`src/hw/rtl/assert_macros.svh`:
```
// assertion helpers
`ifndef ASSERT_MACROS_SVH
`define ASSERT_MACROS_SVH

`define ASSERT_IMPLIES(label, clk, rst, pre, post) \
   label: assert property (@(posedge clk) disable iff (rst) (pre) |-> (post)) \
      else $error("assertion failed");

`define ASSERT_NEXT(label, clk, rst, pre, post) \
   label: assert property (@(posedge clk) disable iff (rst) (pre) |=> (post)) \
      else $error("assertion failed");

`endif

```
`src/hw/rtl/rgss_pkg.sv`:
```
`timescale 1ns / 1ps
package rgss_pkg;
   localparam int unsigned MaxSamples = 4096;
   localparam int unsigned CntW = $clog2(MaxSamples + 1);
   localparam int unsigned SumW = CntW + 16;
   localparam int unsigned SqW = CntW + 32;
   localparam int unsigned NumW = SqW + CntW;
   localparam int unsigned DenW = 2 * CntW;
   localparam int unsigned QuoW = NumW;
   localparam int unsigned RootW = (QuoW + 1) / 2;

   localparam logic [0:0] RegLow = 1'b0;
   localparam logic [0:0] RegHigh = 1'b1;

   localparam logic [1:0] StatusOk = 2'd0;
   localparam logic [1:0] StatusShortSet = 2'd1;
   localparam logic [1:0] StatusFewValid = 2'd2;

   typedef struct packed {
      logic accumulate;
      logic clear;
      logic start_final;
      logic step;
   } cmd_type;

   typedef struct packed {
      logic at_limit;
      logic few_total;
      logic few_valid;
      logic none_valid;
      logic busy_done;
   } status_type;
endpackage

```
`src/hw/rtl/rgss_datapath.sv`:
```
`timescale 1ns / 1ps
`include "assert_macros.svh"
module rgss_datapath (
   input  logic                 clock,
   input  logic                 reset,
   input  rgss_pkg::cmd_type    cmd,
   input  logic [15:0]          sample,
   input  logic [15:0]          low_limit,
   input  logic [15:0]          high_limit,
   output rgss_pkg::status_type stat,
   output logic [15:0]          mean_value,
   output logic [15:0]          max_value,
   output logic [15:0]          min_value,
   output logic [15:0]          std_dev
);
   import rgss_pkg::*;

   logic [CntW-1:0]  total_ff, total_in, valid_ff, valid_in;
   logic [SumW-1:0]  sum_ff, sum_in;
   logic [SqW-1:0]   sq_ff, sq_in;
   logic [15:0]      max_ff, max_in, min_ff, min_in;
   logic             in_range;
   logic [31:0]      sample_sq;
   // final phase: shift-add multiply, restoring divide, digit root
   logic [7:0]       step_ff, step_in;
   logic [NumW-1:0]  num_ff, num_in;
   logic [CntW-1:0]  mult_ff, mult_in;
   logic [DenW-1:0]  den_ff, den_in;
   logic [QuoW-1:0]  quo_ff, quo_in;
   logic [NumW:0]    rem_ff, rem_in;
   logic [SumW-1:0]  msum_ff, msum_in;
   logic [QuoW+1:0]  rrem_ff, rrem_in;
   logic [RootW-1:0] root_ff, root_in;
   logic [1:0]       phase_ff, phase_in;
   logic             done_ff, done_in;
   logic [NumW:0]    rem_try;
   logic [QuoW+1:0]  rrem_sh, rtry;
   logic [2*SumW-1:0] sum_sq;

   assign in_range = (sample > low_limit) && (sample <= high_limit);
   assign sample_sq = sample * sample;
   assign sum_sq = sum_ff * sum_ff;

   assign rem_try = {rem_ff[NumW-1:0], quo_ff[QuoW-1]};
   assign rrem_sh = {rrem_ff[QuoW-1:0], quo_ff[QuoW-1 -: 2]};
   assign rtry = rrem_sh - {(QuoW+2-RootW-2)'(0), root_ff, 2'b01};

   always_comb begin
      total_in = total_ff; valid_in = valid_ff; sum_in = sum_ff; sq_in = sq_ff;
      max_in = max_ff; min_in = min_ff;
      step_in = step_ff; num_in = num_ff; den_in = den_ff; quo_in = quo_ff;
      rem_in = rem_ff; msum_in = msum_ff; rrem_in = rrem_ff; root_in = root_ff;
      mult_in = mult_ff;
      phase_in = phase_ff; done_in = 1'b0;
      if (cmd.accumulate && !stat.at_limit) begin
         total_in = total_ff + 1'b1;
         if (in_range) begin
            valid_in = valid_ff + 1'b1;
            sum_in = sum_ff + SumW'(sample);
            sq_in = sq_ff + SqW'(sample_sq);
            if (valid_ff == '0) begin
               max_in = sample; min_in = sample;
            end else begin
               if (sample > max_ff) max_in = sample;
               if (sample < min_ff) min_in = sample;
            end
         end
      end
      if (cmd.start_final) begin
         phase_in = 2'd0; step_in = '0;
         num_in = '0;
         mult_in = valid_ff;
         den_in = DenW'(valid_ff) * DenW'(valid_ff - 1'b1);
         quo_in = '0; rem_in = '0; rrem_in = '0; root_in = '0;
         // mean division reuses the divider: first pass sum / n
         quo_in = QuoW'(sum_ff);
         msum_in = '0;
      end else if (cmd.step) begin
         case (phase_ff)
            2'd0, 2'd1: begin
               // n times sum of squares, msb first, during the mean pass
               if (phase_ff == 2'd0 && step_ff < 8'(CntW)) begin
                  num_in = {num_ff[NumW-2:0], 1'b0} + (mult_ff[CntW-1] ? NumW'(sq_ff) : '0);
                  mult_in = {mult_ff[CntW-2:0], 1'b0};
               end
               if (rem_try >= (NumW+1)'(phase_ff == 2'd0 ? DenW'(valid_ff) : den_ff)) begin
                  rem_in = rem_try - (NumW+1)'(phase_ff == 2'd0 ? DenW'(valid_ff) : den_ff);
                  quo_in = {quo_ff[QuoW-2:0], 1'b1};
               end else begin
                  rem_in = rem_try;
                  quo_in = {quo_ff[QuoW-2:0], 1'b0};
               end
               step_in = step_ff + 1'b1;
               if (step_ff == 8'(QuoW - 1)) begin
                  step_in = '0; rem_in = '0;
                  if (phase_ff == 2'd0) begin
                     msum_in = SumW'(quo_in);
                     quo_in = num_ff - NumW'(sum_sq);
                     phase_in = 2'd1;
                  end else begin
                     phase_in = 2'd2;
                  end
               end
            end
            2'd2: begin
               quo_in = {quo_ff[QuoW-3:0], 2'b00};
               if (!rtry[QuoW+1]) begin
                  rrem_in = rtry; root_in = {root_ff[RootW-2:0], 1'b1};
               end else begin
                  rrem_in = rrem_sh; root_in = {root_ff[RootW-2:0], 1'b0};
               end
               step_in = step_ff + 1'b1;
               if (step_ff == 8'(RootW - 1)) begin
                  phase_in = 2'd3; done_in = 1'b1;
               end
            end
            default: phase_in = phase_ff;
         endcase
      end
      if (cmd.clear) begin
         total_in = '0; valid_in = '0; sum_in = '0; sq_in = '0;
         max_in = '0; min_in = '1;
      end
   end

   always_ff @(posedge clock) begin
      if (reset) begin
         total_ff <= '0; valid_ff <= '0; sum_ff <= '0; sq_ff <= '0;
         max_ff <= '0; min_ff <= '1; phase_ff <= 2'd3; done_ff <= 1'b0;
         step_ff <= '0;
      end else begin
         total_ff <= total_in; valid_ff <= valid_in; sum_ff <= sum_in; sq_ff <= sq_in;
         max_ff <= max_in; min_ff <= min_in; phase_ff <= phase_in; done_ff <= done_in;
         step_ff <= step_in;
      end
      num_ff <= num_in; den_ff <= den_in; quo_ff <= quo_in; rem_ff <= rem_in;
      msum_ff <= msum_in; rrem_ff <= rrem_in; root_ff <= root_in;
      mult_ff <= mult_in;
   end

   assign stat.at_limit = (total_ff == CntW'(MaxSamples));
   assign stat.few_total = (total_ff < CntW'(2));
   assign stat.few_valid = (valid_ff < CntW'(2));
   assign stat.none_valid = (valid_ff == '0);
   assign stat.busy_done = done_ff;
   // with one valid sample the mean is the sum itself
   assign mean_value = stat.few_valid ? sum_ff[15:0] : msum_ff[15:0];
   assign max_value = max_ff;
   assign min_value = min_ff;
   assign std_dev = (root_ff > RootW'(16'hFFFF)) ? 16'hFFFF : root_ff[15:0];

   `ASSERT_NEXT(a_clear_empties, clock, reset, cmd.clear, total_ff == '0 && valid_ff == '0)
   `ASSERT_IMPLIES(a_valid_le_total, clock, reset, 1'b1, valid_ff <= total_ff)
   `ASSERT_IMPLIES(a_order, clock, reset, valid_ff != '0, min_ff <= max_ff)
endmodule

```
`src/hw/rtl/rgss_control.sv`:
```
`timescale 1ns / 1ps
`include "assert_macros.svh"
module rgss_control (
   input  logic                 clock,
   input  logic                 reset,
   input  logic                 req_tvalid,
   output logic                 req_tready,
   input  logic                 req_tlast,
   output logic                 rsp_tvalid,
   input  logic                 rsp_tready,
   input  rgss_pkg::status_type stat,
   output rgss_pkg::cmd_type    cmd,
   output logic                 load_rsp,
   output logic                 rsp_short
);
   import rgss_pkg::*;

   typedef enum logic [1:0] {Collect, Compute, Emit} state_type;
   state_type state_ff, state_in;
   logic rsp_valid_ff, rsp_valid_in;
   logic req_fire;

   assign req_tready = (state_ff == Collect);
   assign req_fire = req_tvalid && req_tready;
   assign rsp_tvalid = rsp_valid_ff;

   always_comb begin
      state_in = state_ff;
      rsp_valid_in = rsp_valid_ff && !rsp_tready;
      cmd = '0;
      load_rsp = 1'b0;
      rsp_short = 1'b0;
      cmd.accumulate = req_fire;
      case (state_ff)
         Collect: if (req_fire && req_tlast) state_in = Compute;
         Compute: begin
            // hold until the previous result beat has left
            if (!rsp_valid_ff || rsp_tready) begin
               if (stat.few_valid) begin
                  load_rsp = 1'b1; rsp_short = 1'b1;
                  state_in = Emit;
               end else begin
                  cmd.start_final = 1'b1; state_in = Emit;
               end
            end
         end
         Emit: begin
            if (rsp_short || stat.busy_done) begin
               load_rsp = 1'b1;
            end
            cmd.step = 1'b1;
            if (stat.busy_done) begin
               load_rsp = 1'b1;
            end
         end
         default: state_in = Collect;
      endcase
      if (state_ff == Emit && stat.busy_done) begin
         rsp_valid_in = 1'b1; cmd.clear = 1'b1; state_in = Collect;
      end
      if (rsp_short) begin
         rsp_valid_in = 1'b1; cmd.clear = 1'b1; state_in = Collect;
      end
   end

   always_ff @(posedge clock) begin
      if (reset) begin
         state_ff <= Collect; rsp_valid_ff <= 1'b0;
      end else begin
         state_ff <= state_in; rsp_valid_ff <= rsp_valid_in;
      end
   end

   `ASSERT_IMPLIES(a_no_take_busy, clock, reset, state_ff != Collect, !req_tready)
   `ASSERT_NEXT(a_last_computes, clock, reset, req_fire && req_tlast, state_ff == Compute)
   `ASSERT_IMPLIES(a_clear_with_rsp, clock, reset, cmd.clear, rsp_valid_in)
endmodule

```
`src/hw/rtl/range_gated_sample_statistics.sv`:
```
`timescale 1ns / 1ps
// Range-gated statistics over sets of Q12.4 samples. A sample counts when it
// lies above low_limit and at or below high_limit. Ordinary beats are taken
// back to back. After the last beat of a set input is stalled for a
// decision, then a 58-step restoring divider for the mean (the n times
// sum-of-squares product is built by shift-add in its first 13 steps), 58
// more steps on the same divider for the variance quotient, a 29-step
// digit-by-digit square root and a load of the result when at least two
// samples are valid; otherwise the result is loaded at the decision itself.
// One result beat is given per set; the next set may be collected while it
// waits, but that set's closing stage is held until the beat has been taken.
module range_gated_sample_statistics (
   input  logic        clock,
   input  logic        reset,
   input  logic        req_tvalid,
   output logic        req_tready,
   input  logic [15:0] req_tdata,   // sample
   input  logic        req_tlast,
   output logic        rsp_tvalid,
   input  logic        rsp_tready,
   output logic [71:0] rsp_tdata,   // mean, max, min, std_dev, stats_valid, std_status
   input  logic        csr_we,
   input  logic [0:0]  csr_index,
   input  logic [15:0] csr_wdata
);
   import rgss_pkg::*;

   cmd_type     cmd;
   status_type  stat;
   logic        load_rsp, rsp_short;
   logic [15:0] low_ff, high_ff;
   logic [15:0] mean_w, max_w, min_w, sd_w;
   logic [71:0] rsp_ff;
   logic [1:0]  st;

   always_ff @(posedge clock) begin
      if (reset) begin
         low_ff <= 16'd0; high_ff <= 16'd16000;
      end else if (csr_we) begin
         case (csr_index)
            RegLow:  low_ff <= csr_wdata;
            RegHigh: high_ff <= csr_wdata;
            default: low_ff <= low_ff;
         endcase
      end
   end

   rgss_control u_ctl (
      .clock, .reset, .req_tvalid, .req_tready, .req_tlast,
      .rsp_tvalid, .rsp_tready, .stat, .cmd, .load_rsp, .rsp_short
   );

   rgss_datapath u_dp (
      .clock, .reset, .cmd, .sample(req_tdata), .low_limit(low_ff),
      .high_limit(high_ff), .stat, .mean_value(mean_w), .max_value(max_w),
      .min_value(min_w), .std_dev(sd_w)
   );

   assign st = stat.few_total ? StatusShortSet :
               stat.few_valid ? StatusFewValid : StatusOk;

   always_ff @(posedge clock) begin
      if (load_rsp) begin
         rsp_ff[15:0]  <= stat.none_valid ? 16'd0 : mean_w;
         rsp_ff[31:16] <= stat.none_valid ? 16'd0 : max_w;
         rsp_ff[47:32] <= stat.none_valid ? 16'd0 : min_w;
         rsp_ff[63:48] <= rsp_short ? 16'd0 : sd_w;
         rsp_ff[64]    <= !stat.none_valid;
         rsp_ff[66:65] <= st;
         rsp_ff[71:67] <= '0;
      end
   end
   assign rsp_tdata = rsp_ff;
endmodule
```
`config.mk`:
```
export PLATFORM = sky130hd
export DESIGN_NAME = range_gated_sample_statistics
export DESIGN_NICKNAME = d
export VERILOG_FILES = /design/src/hw/rtl/rgss_pkg.sv /design/src/hw/rtl/rgss_datapath.sv /design/src/hw/rtl/rgss_control.sv /design/src/hw/rtl/range_gated_sample_statistics.sv
export VERILOG_INCLUDE_DIRS = /design/src /design/src/hw/rtl
export SDC_FILE = /design/constraint.sdc
export NUM_CORES = 2
export LEC_CHECK = 0
export BUFFER_PORTS_ARGS = -buffer_cell sky130_fd_sc_hd__buf_2
export CAP_MARGIN = 20
export CORE_MARGIN = 1.5
export CORE_UTILIZATION = 37
export DETAILED_ROUTE_END_ITERATION = 7
export GPL_TIMING_DRIVEN = 0
export MAX_ROUTING_LAYER = met4
export PLACE_DENSITY = 0.54
export SLEW_MARGIN = 20
export SYNTH_ARGS = -nofsm -noshare
export SYNTH_HDL_FRONTEND = slang
export SYNTH_SLANG_ARGS = --single-unit
export TNS_END_PERCENT = 20
```
`constraint.sdc`:
```
create_clock -name clock -period 8.54 [get_ports clock]
set_input_delay 0.854 -clock clock [delete_from_list [all_inputs] [get_ports clock]]
set_output_delay 0.854 -clock clock [all_outputs]
set_load 0.005 [all_outputs]
```
Word-level counts from Yosys, hierarchy flattened. Index checks and enable logic that the tools add are counted.

Flip-flop bits (word level): 561. Input port bits: 39. Output and inout port bits: 74. Word-level logic and storage cells: 152.

Add/subtract/negate cells: 10. Multipliers: 3. $lt $le $gt $ge: 9. Eq/ne operators: 11. Mux-type cells: 48. Bitwise logic cells: 4. Reductions and logical operators: 41.

Operators with widths (count): $mux W58 (5); $pmux W58 S2 (1); $mux W16 (6); $sub A60 B31 Y60 (1); $ge A59 B26 Y1 (1); $add A58 B58 Y58 (1); $mul A29 B29 Y58 (1); $mux W29 (2); $sub A58 B26 Y58 (1); $sub A58 B58 Y58 (1); $mux W13 (4); $add A45 B32 Y45 (1); $mux W45 (1); $gt A16 B16 Y1 (2); $mul A16 B16 Y32 (1); $add A29 B16 Y29 (1); $gt A29 B16 Y1 const B (1); $add A13 B1 Y13 const B (2); $lt A13 B2 Y1 const B (2); $mul A13 B26 Y26 (1); $mux W26 (1); $le A16 B16 Y1 (1); $lt A16 B16 Y1 (1); $mux W2 (8); other kinds (31) (79).

Depth between registers and ports, before layout.
Depth after elaboration: 9. Mapped depth: 32. Depth with buffers taken out: 29.

Hierarchy. Synthesis repeated with hierarchy kept, for this count alone.

Cells, all modules: 8265. Area, all modules: 72570.9 sq um.

By module, submodules not included: rgss_datapath (times used 1, cells each 7962, area an instance 68476.9 sq um, seq. area each 9839.4 sq um); range_gated_sample_statistics (times used 1, cells each 269, area an instance 3822.4 sq um, seq. area each 2652.5 sq um); rgss_control (times used 1, cells each 34, area an instance 271.5 sq um, seq. area each 60.1 sq um).

Worst setup path after synthesis. OpenSTA, ideal clock, no wires.

Path kind: register to register. Start point: reg u_dp.sum_ff[16]. End point: reg u_dp.quo_ff[51]. Library setup time: 0.086 ns. Arrival time: 8.134 ns. Required time: 8.454 ns. Setup slack: 0.320 ns. Stages on the path, launching flop included: 29. Buffers on the path: 4. Clock period less this slack: 8.220 ns. Cell sequence: dfxtp_1 clkbuf_1 clkbuf_1 clkbuf_1 nand2_1 fa_1 fa_1 inv_1 fa_1 fa_1 inv_1 fa_1 fa_1 fa_1 inv_1 fa_1 inv_1 ha_1 clkbuf_1 nand3_1 or3_1 a2111oi_0 nand2b_1 a21oi_1 o41ai_1 a31oi_1 xnor2_1 a21oi_1 a211oi_1.

Word-level cells in the longest chain between the ends: 5.

Ends and longest elaborated chain: from (decl) (line rgss_datapath.sv:19) `logic [SumW-1:0] sum_ff, sum_in;`; from (signal assigned) (line rgss_datapath.sv:132) `total_ff <= total_in; valid_ff <= valid_in; sum_ff <= sum_in; sq_ff <= sq_in;`; $mul A29 B29 Y58 (line rgss_datapath.sv:42) `assign sum_sq = sum_ff * sum_ff;`; $sub A58 B58 Y58 (line rgss_datapath.sv:98) `quo_in = num_ff - NumW'(sum_sq);`; $mux W58 (line rgss_datapath.sv:96) `if (phase_ff == 2'd0) begin`; $mux W58 (line rgss_datapath.sv:94) `if (step_ff == 8'(QuoW - 1)) begin`; $pmux W58 S2 (line rgss_datapath.sv:79) `case (phase_ff)`; to (signal assigned) (line rgss_datapath.sv:136) `num_ff <= num_in; den_ff <= den_in; quo_ff <= quo_in; rem_ff <= rem_in;`; to (decl) (line rgss_datapath.sv:29) `logic [QuoW-1:0] quo_ff, quo_in;`.

Every way passes these cells. A chain may end at the register's enable or synchronous reset.

Worst setup path after layout.
Start point: reg u_dp.sum_ff[20]. End point: reg u_dp.quo_ff[51].

Same word-level chain as after synthesis.

==> impl_metrics.py <==
metrics = {
    "grt": {
        "gr-total-overflow": 0,
        "antenna_found_initial": 13,
        "grt_start_max_net_pins": 52,
        "grt_pass1_wl_mm": 370,
        "grt_util_all_layers_pct": 25.4,
        "grt_pass1_vias": 59600,
    },
    "die": {
        "die_x_microns": 445,
        "dieArea_sq_um": 198000,
        "start_util_pct": 37.4,
        "pin_count": 113,
        "fp.dieH_microns": 445,
        "coreArea_sq_um": 193000,
        "row_count": 161,
    },
    "layout": {
        "fin_cells": 11100,
        "drive_above_1_share_pct": 6.09,
        "synthToLayoutAreaGrowth_pct": 10.7,
        "fin_area_sq_um": 79900,
        "nets": 10300,
    },
    "sta": {
        "slew_headroom_pct": 18.4,
        "finalSetupTns_ns": 0,
        "tightest_slew_ns": 1.22,
        "setup_viol": 0,
        "hold_viol": 0,
        "fin_skew_ns": 0.0310,
        "min_period_over_period_pct": 99.0,
        "timing.fmax_mhz": 118,
        "finalCriticalPeriod_ns": 8.46,
        "rsz0062_at_grt": "true",
        "slew_viol_final": 0,
    },
    "critical_path": {
        "cp_slowest_cell": "fa_1",
        "cp_max_fo": 10,
        "r2r_end": "u_dp.quo_ff[51]",
        "worstSetupPathType": "reg2reg",
        "r2r.worst_path.cells": 26,
        "worstSetupStartpointType": "register",
        "crit_top_cell": "fa_1",
        "cpPeakStageDelay_ns": 0.58,
        "reg2reg_slack_ns": 0.08,
        "crit_start": "u_dp.sum_ff[20]",
        "end_kind": "register",
        "worst_ep_required_time_ns": 9.11,
        "crit_arrival_ns": 9.02,
        "r2r_start": "u_dp.sum_ff[20]",
    },
    "drt": {
        "drc": 0,
        "route.final.wire_length_mm": 244,
        "routedWlPerCell_microns": 22.0,
        "vias": 58200,
        "first_pass_iters": 6,
        "drt-initial-drc-count": 4569,
        "antenna_left": 0,
        "vias_per_cell": 5.23,
    },
    "logic_synthesis": {
        "postSynthCellCount": 8290,
        "avgSynthCellArea_sq_um": 8.71,
        "yosys_most_used_dff": "dfxtp_1",
        "synth_mux_area_share_pct": 0.936,
        "synth_warnings": 0,
        "synthXorXnorAreaFrac_pct": 4.07,
        "synth_edf_count": 134,
        "synth-simple-area-share_pct": 14.8,
        "synth.distinct_cells": 92,
        "synthArstFlopShare_pct": 0,
        "synthAdderAreaFrac_pct": 40.6,
        "synth_area_sq_um": 72200,
        "ys_seq_area_share_pct": 17.4,
        "yosys_register_bits": 560,
        "synth_top_family_by_area": "adder cells",
        "synth_compound_area_share_pct": 11.8,
    },
    "hold_path": {
        "hold_start": "low_ff[2]",
        "hold_class": "reg2reg",
        "hold_path_end": "low_ff[2]",
        "holdPathStages": 2,
    },
    "placed_design": {
        "dpl_cell_area_sq_um": 76200,
        "portBuffers": 107,
        "gp_congestion": 0.965,
        "placed_cells": 11000,
        "hpwl_mm": 197,
    },
    "clock_network": {
        "clock_sinks": 560,
        "cts-buffers-inserted": 70,
        "hold_buffers": 0,
        "clkLatencyLatePin_ns": 0.68,
        "cts_root_buf": "clkbuf_16",
        "clk_pin_slew_ns": 0.06,
        "clk_path_buf_depth": 3,
        "htreeDepth": 3,
        "cts_tree": "yes",
    },
    "pwr": {
        "p_total_mw": 17.6,
        "ir_drop_uv": 476,
        "powerDensity_nw_per_um2": 220,
        "p_leak_nw": 36.7,
    },
    "flow_run": {
        "max_cap_violations": 0,
    },
    "status": {
        "run_status": "completed",
    },
}
how the worst max path moves through the flow:
stage | end | slack, ns | cells past startpoint
after global placement | u_dp.quo_ff[51] | -3.39 | 29
after global routing | u_dp.quo_ff[51] | -0.14 | 26
after detailed placement | u_dp.quo_ff[51] | -2.72 | 27
after floorplan | u_dp.quo_ff[51] | 0.32 | 28
final | u_dp.quo_ff[51] | 0.08 | 26
after CTS | u_dp.quo_ff[37] | -0.05 | 26
timing repair:
item,CTS,global route
gates resized for setup,216,125
setup endpoints to repair,48,43
pin swaps,4,16
setup buffers,12,20
cell usage after synthesis (11+ instances only):
library cell / instances / share of area, %
edfxtp_1: 134 / 5.6
fa_1: 1086 / 30
nand3_1: 74 / 0.51
a21o_1: 142 / 1.5
o211ai_1: 51 / 0.53
xor2_1: 160 / 1.9
a221oi_1: 27 / 0.33
nand2_1: 927 / 4.8
nor4_1: 31 / 0.27
nand4_1: 59 / 0.51
nand3b_1: 17 / 0.18
inv_1: 1624 / 8.4
o31ai_1: 18 / 0.19
xnor2_1: 172 / 2.1
o21a_1: 52 / 0.54
clkbuf_1: 322 / 1.7
nor2_1: 511 / 2.7
and3_1: 47 / 0.41
dfxtp_1: 426 / 12
nand2b_1: 145 / 1.3
a21oi_1: 465 / 3.2
a31oi_1: 33 / 0.29
a211o_1: 13 / 0.16
o21ai_0: 306 / 2.1
buf_1: 20 / 0.10
a2111oi_0: 14 / 0.17
a211oi_1: 67 / 0.70
o21bai_1: 31 / 0.32
or4_1: 11 / 0.11
and2_1: 204 / 1.8
nor2b_1: 84 / 0.73
a22oi_1: 15 / 0.16
nor3_1: 79 / 0.55
ha_1: 602 / 10
mux2i_1: 63 / 0.87
or2_2: 16 / 0.14
or3_1: 38 / 0.33
critical path, delay by kind of cell (launching register included):
family / cells / cell delay, ns
fa+ha+maj: 9 / 4.56
compound gates: 6 / 1.37
simple gates: 5 / 1.00
buf+inv: 5 / 0.68
flops: 1 / 0.51
xor+xnor: 1 / 0.21
routing by layer:
metal | wire length [microns] | track usage, % | up-vias
met3 | 13700 | 2.68 | 346
met4 | 7480 | 6.83 | 0
met5 | 0 | - | -
li1 | - | - | 26800
met2 | 114000 | 40.5 | 1688
met1 | 109000 | 34.5 | 29400
report_power, final:
group	switching, mW	leakage (nW)	total [mW]	internal [mW]
logic	6.38	30.8	10.8	4.38
registers	0.461	4.70	3.63	3.17
clock network	1.32	1.20	3.21	1.90
total	8.16	36.7	17.6	9.45
flip-flops by register name, summed over array words and instances, names as in the netlist, 25 cells and up:
signal,cells
u_dp.quo_ff,58
u_dp.sum_ff,29
u_dp.root_ff,29
rsp_tdata,67
u_dp.rem_ff,58
u_dp.den_ff,25
u_dp.rrem_ff,58
u_dp.num_ff,58
u_dp.sq_ff,45
placed cells by master (no fill, tap or decap), drive strengths merged, types with 11 or more instances in the layout:
cell type  netlist  routed
inv           1625    1628
fa            1086    1086
nand2          928     928
ha             602     602
nor2           511     511
a21oi          465     465
dfxtp          426     426
clkbuf         327     388
o21ai          311     311
buf             37     215
and2           207     207
xnor2          172     172
xor2           161     161
nand2b         145     145
a21o           142     142
edfxtp         134     134
nor2b           84      84
nor3            80      80
nand3           74      74
a211oi          68      68
mux2i           63      63
nand4           59      59
o21a            52      52
o211ai          51      51
and3            47      47
or3             38      38
a31oi           34      34
nor4            32      32
o21bai          31      31
conb             2      31
a221oi          28      28
o31ai           19      19
clkinv           8      19
nand3b          17      17
or2             16      16
a22oi           15      15
a2111oi         14      14
a211o           13      13
diode            0      11
or4             11      11
cell type report:
cell class / instances / area, sq um
flip-flops and latches: 560 / 12600
fillers: 19500 / 113000
plain buffers: 353 / 1860
multi-input cells: 5762 / 52600
clock inverters: 27 / 334
repair buffers: 150 / 996
inverters: 1633 / 6170
diodes: 11 / 27.5
clock buffers: 100 / 2120
well taps: 2526 / 3160
logic make-up (layout without fill, tap and decap cells):
| family | Yosys count | in the layout |
|---|---|---|
| simple gates | 2286 | 2286 |
| fa+ha+maj | 1689 | 1689 |
| xor+xnor | 333 | 333 |
| mux | 67 | 67 |
| buf+inv | 1997 | 2263 |
| compound gates | 1356 | 1356 |
| flops | 560 | 560 |
| other cells | 2 | 42 |
stage by stage:
| step | worst slack [ns] | util, % | hold WS, ns |
|---|---|---|---|
| detailed placement | -2.72 | 39.4 | 0.447 |
| finish | 0.0840 | 41.4 | 0.458 |
| global placement | -3.39 | 39.3 | 0.444 |
| floorplan | 0.320 | - | 0.436 |
| CTS | -0.0524 | 41.1 | 0.401 |
| global route | -0.137 | 41.4 | 0.435 |
Note: power is estimated with default switching activity, not from simulation.
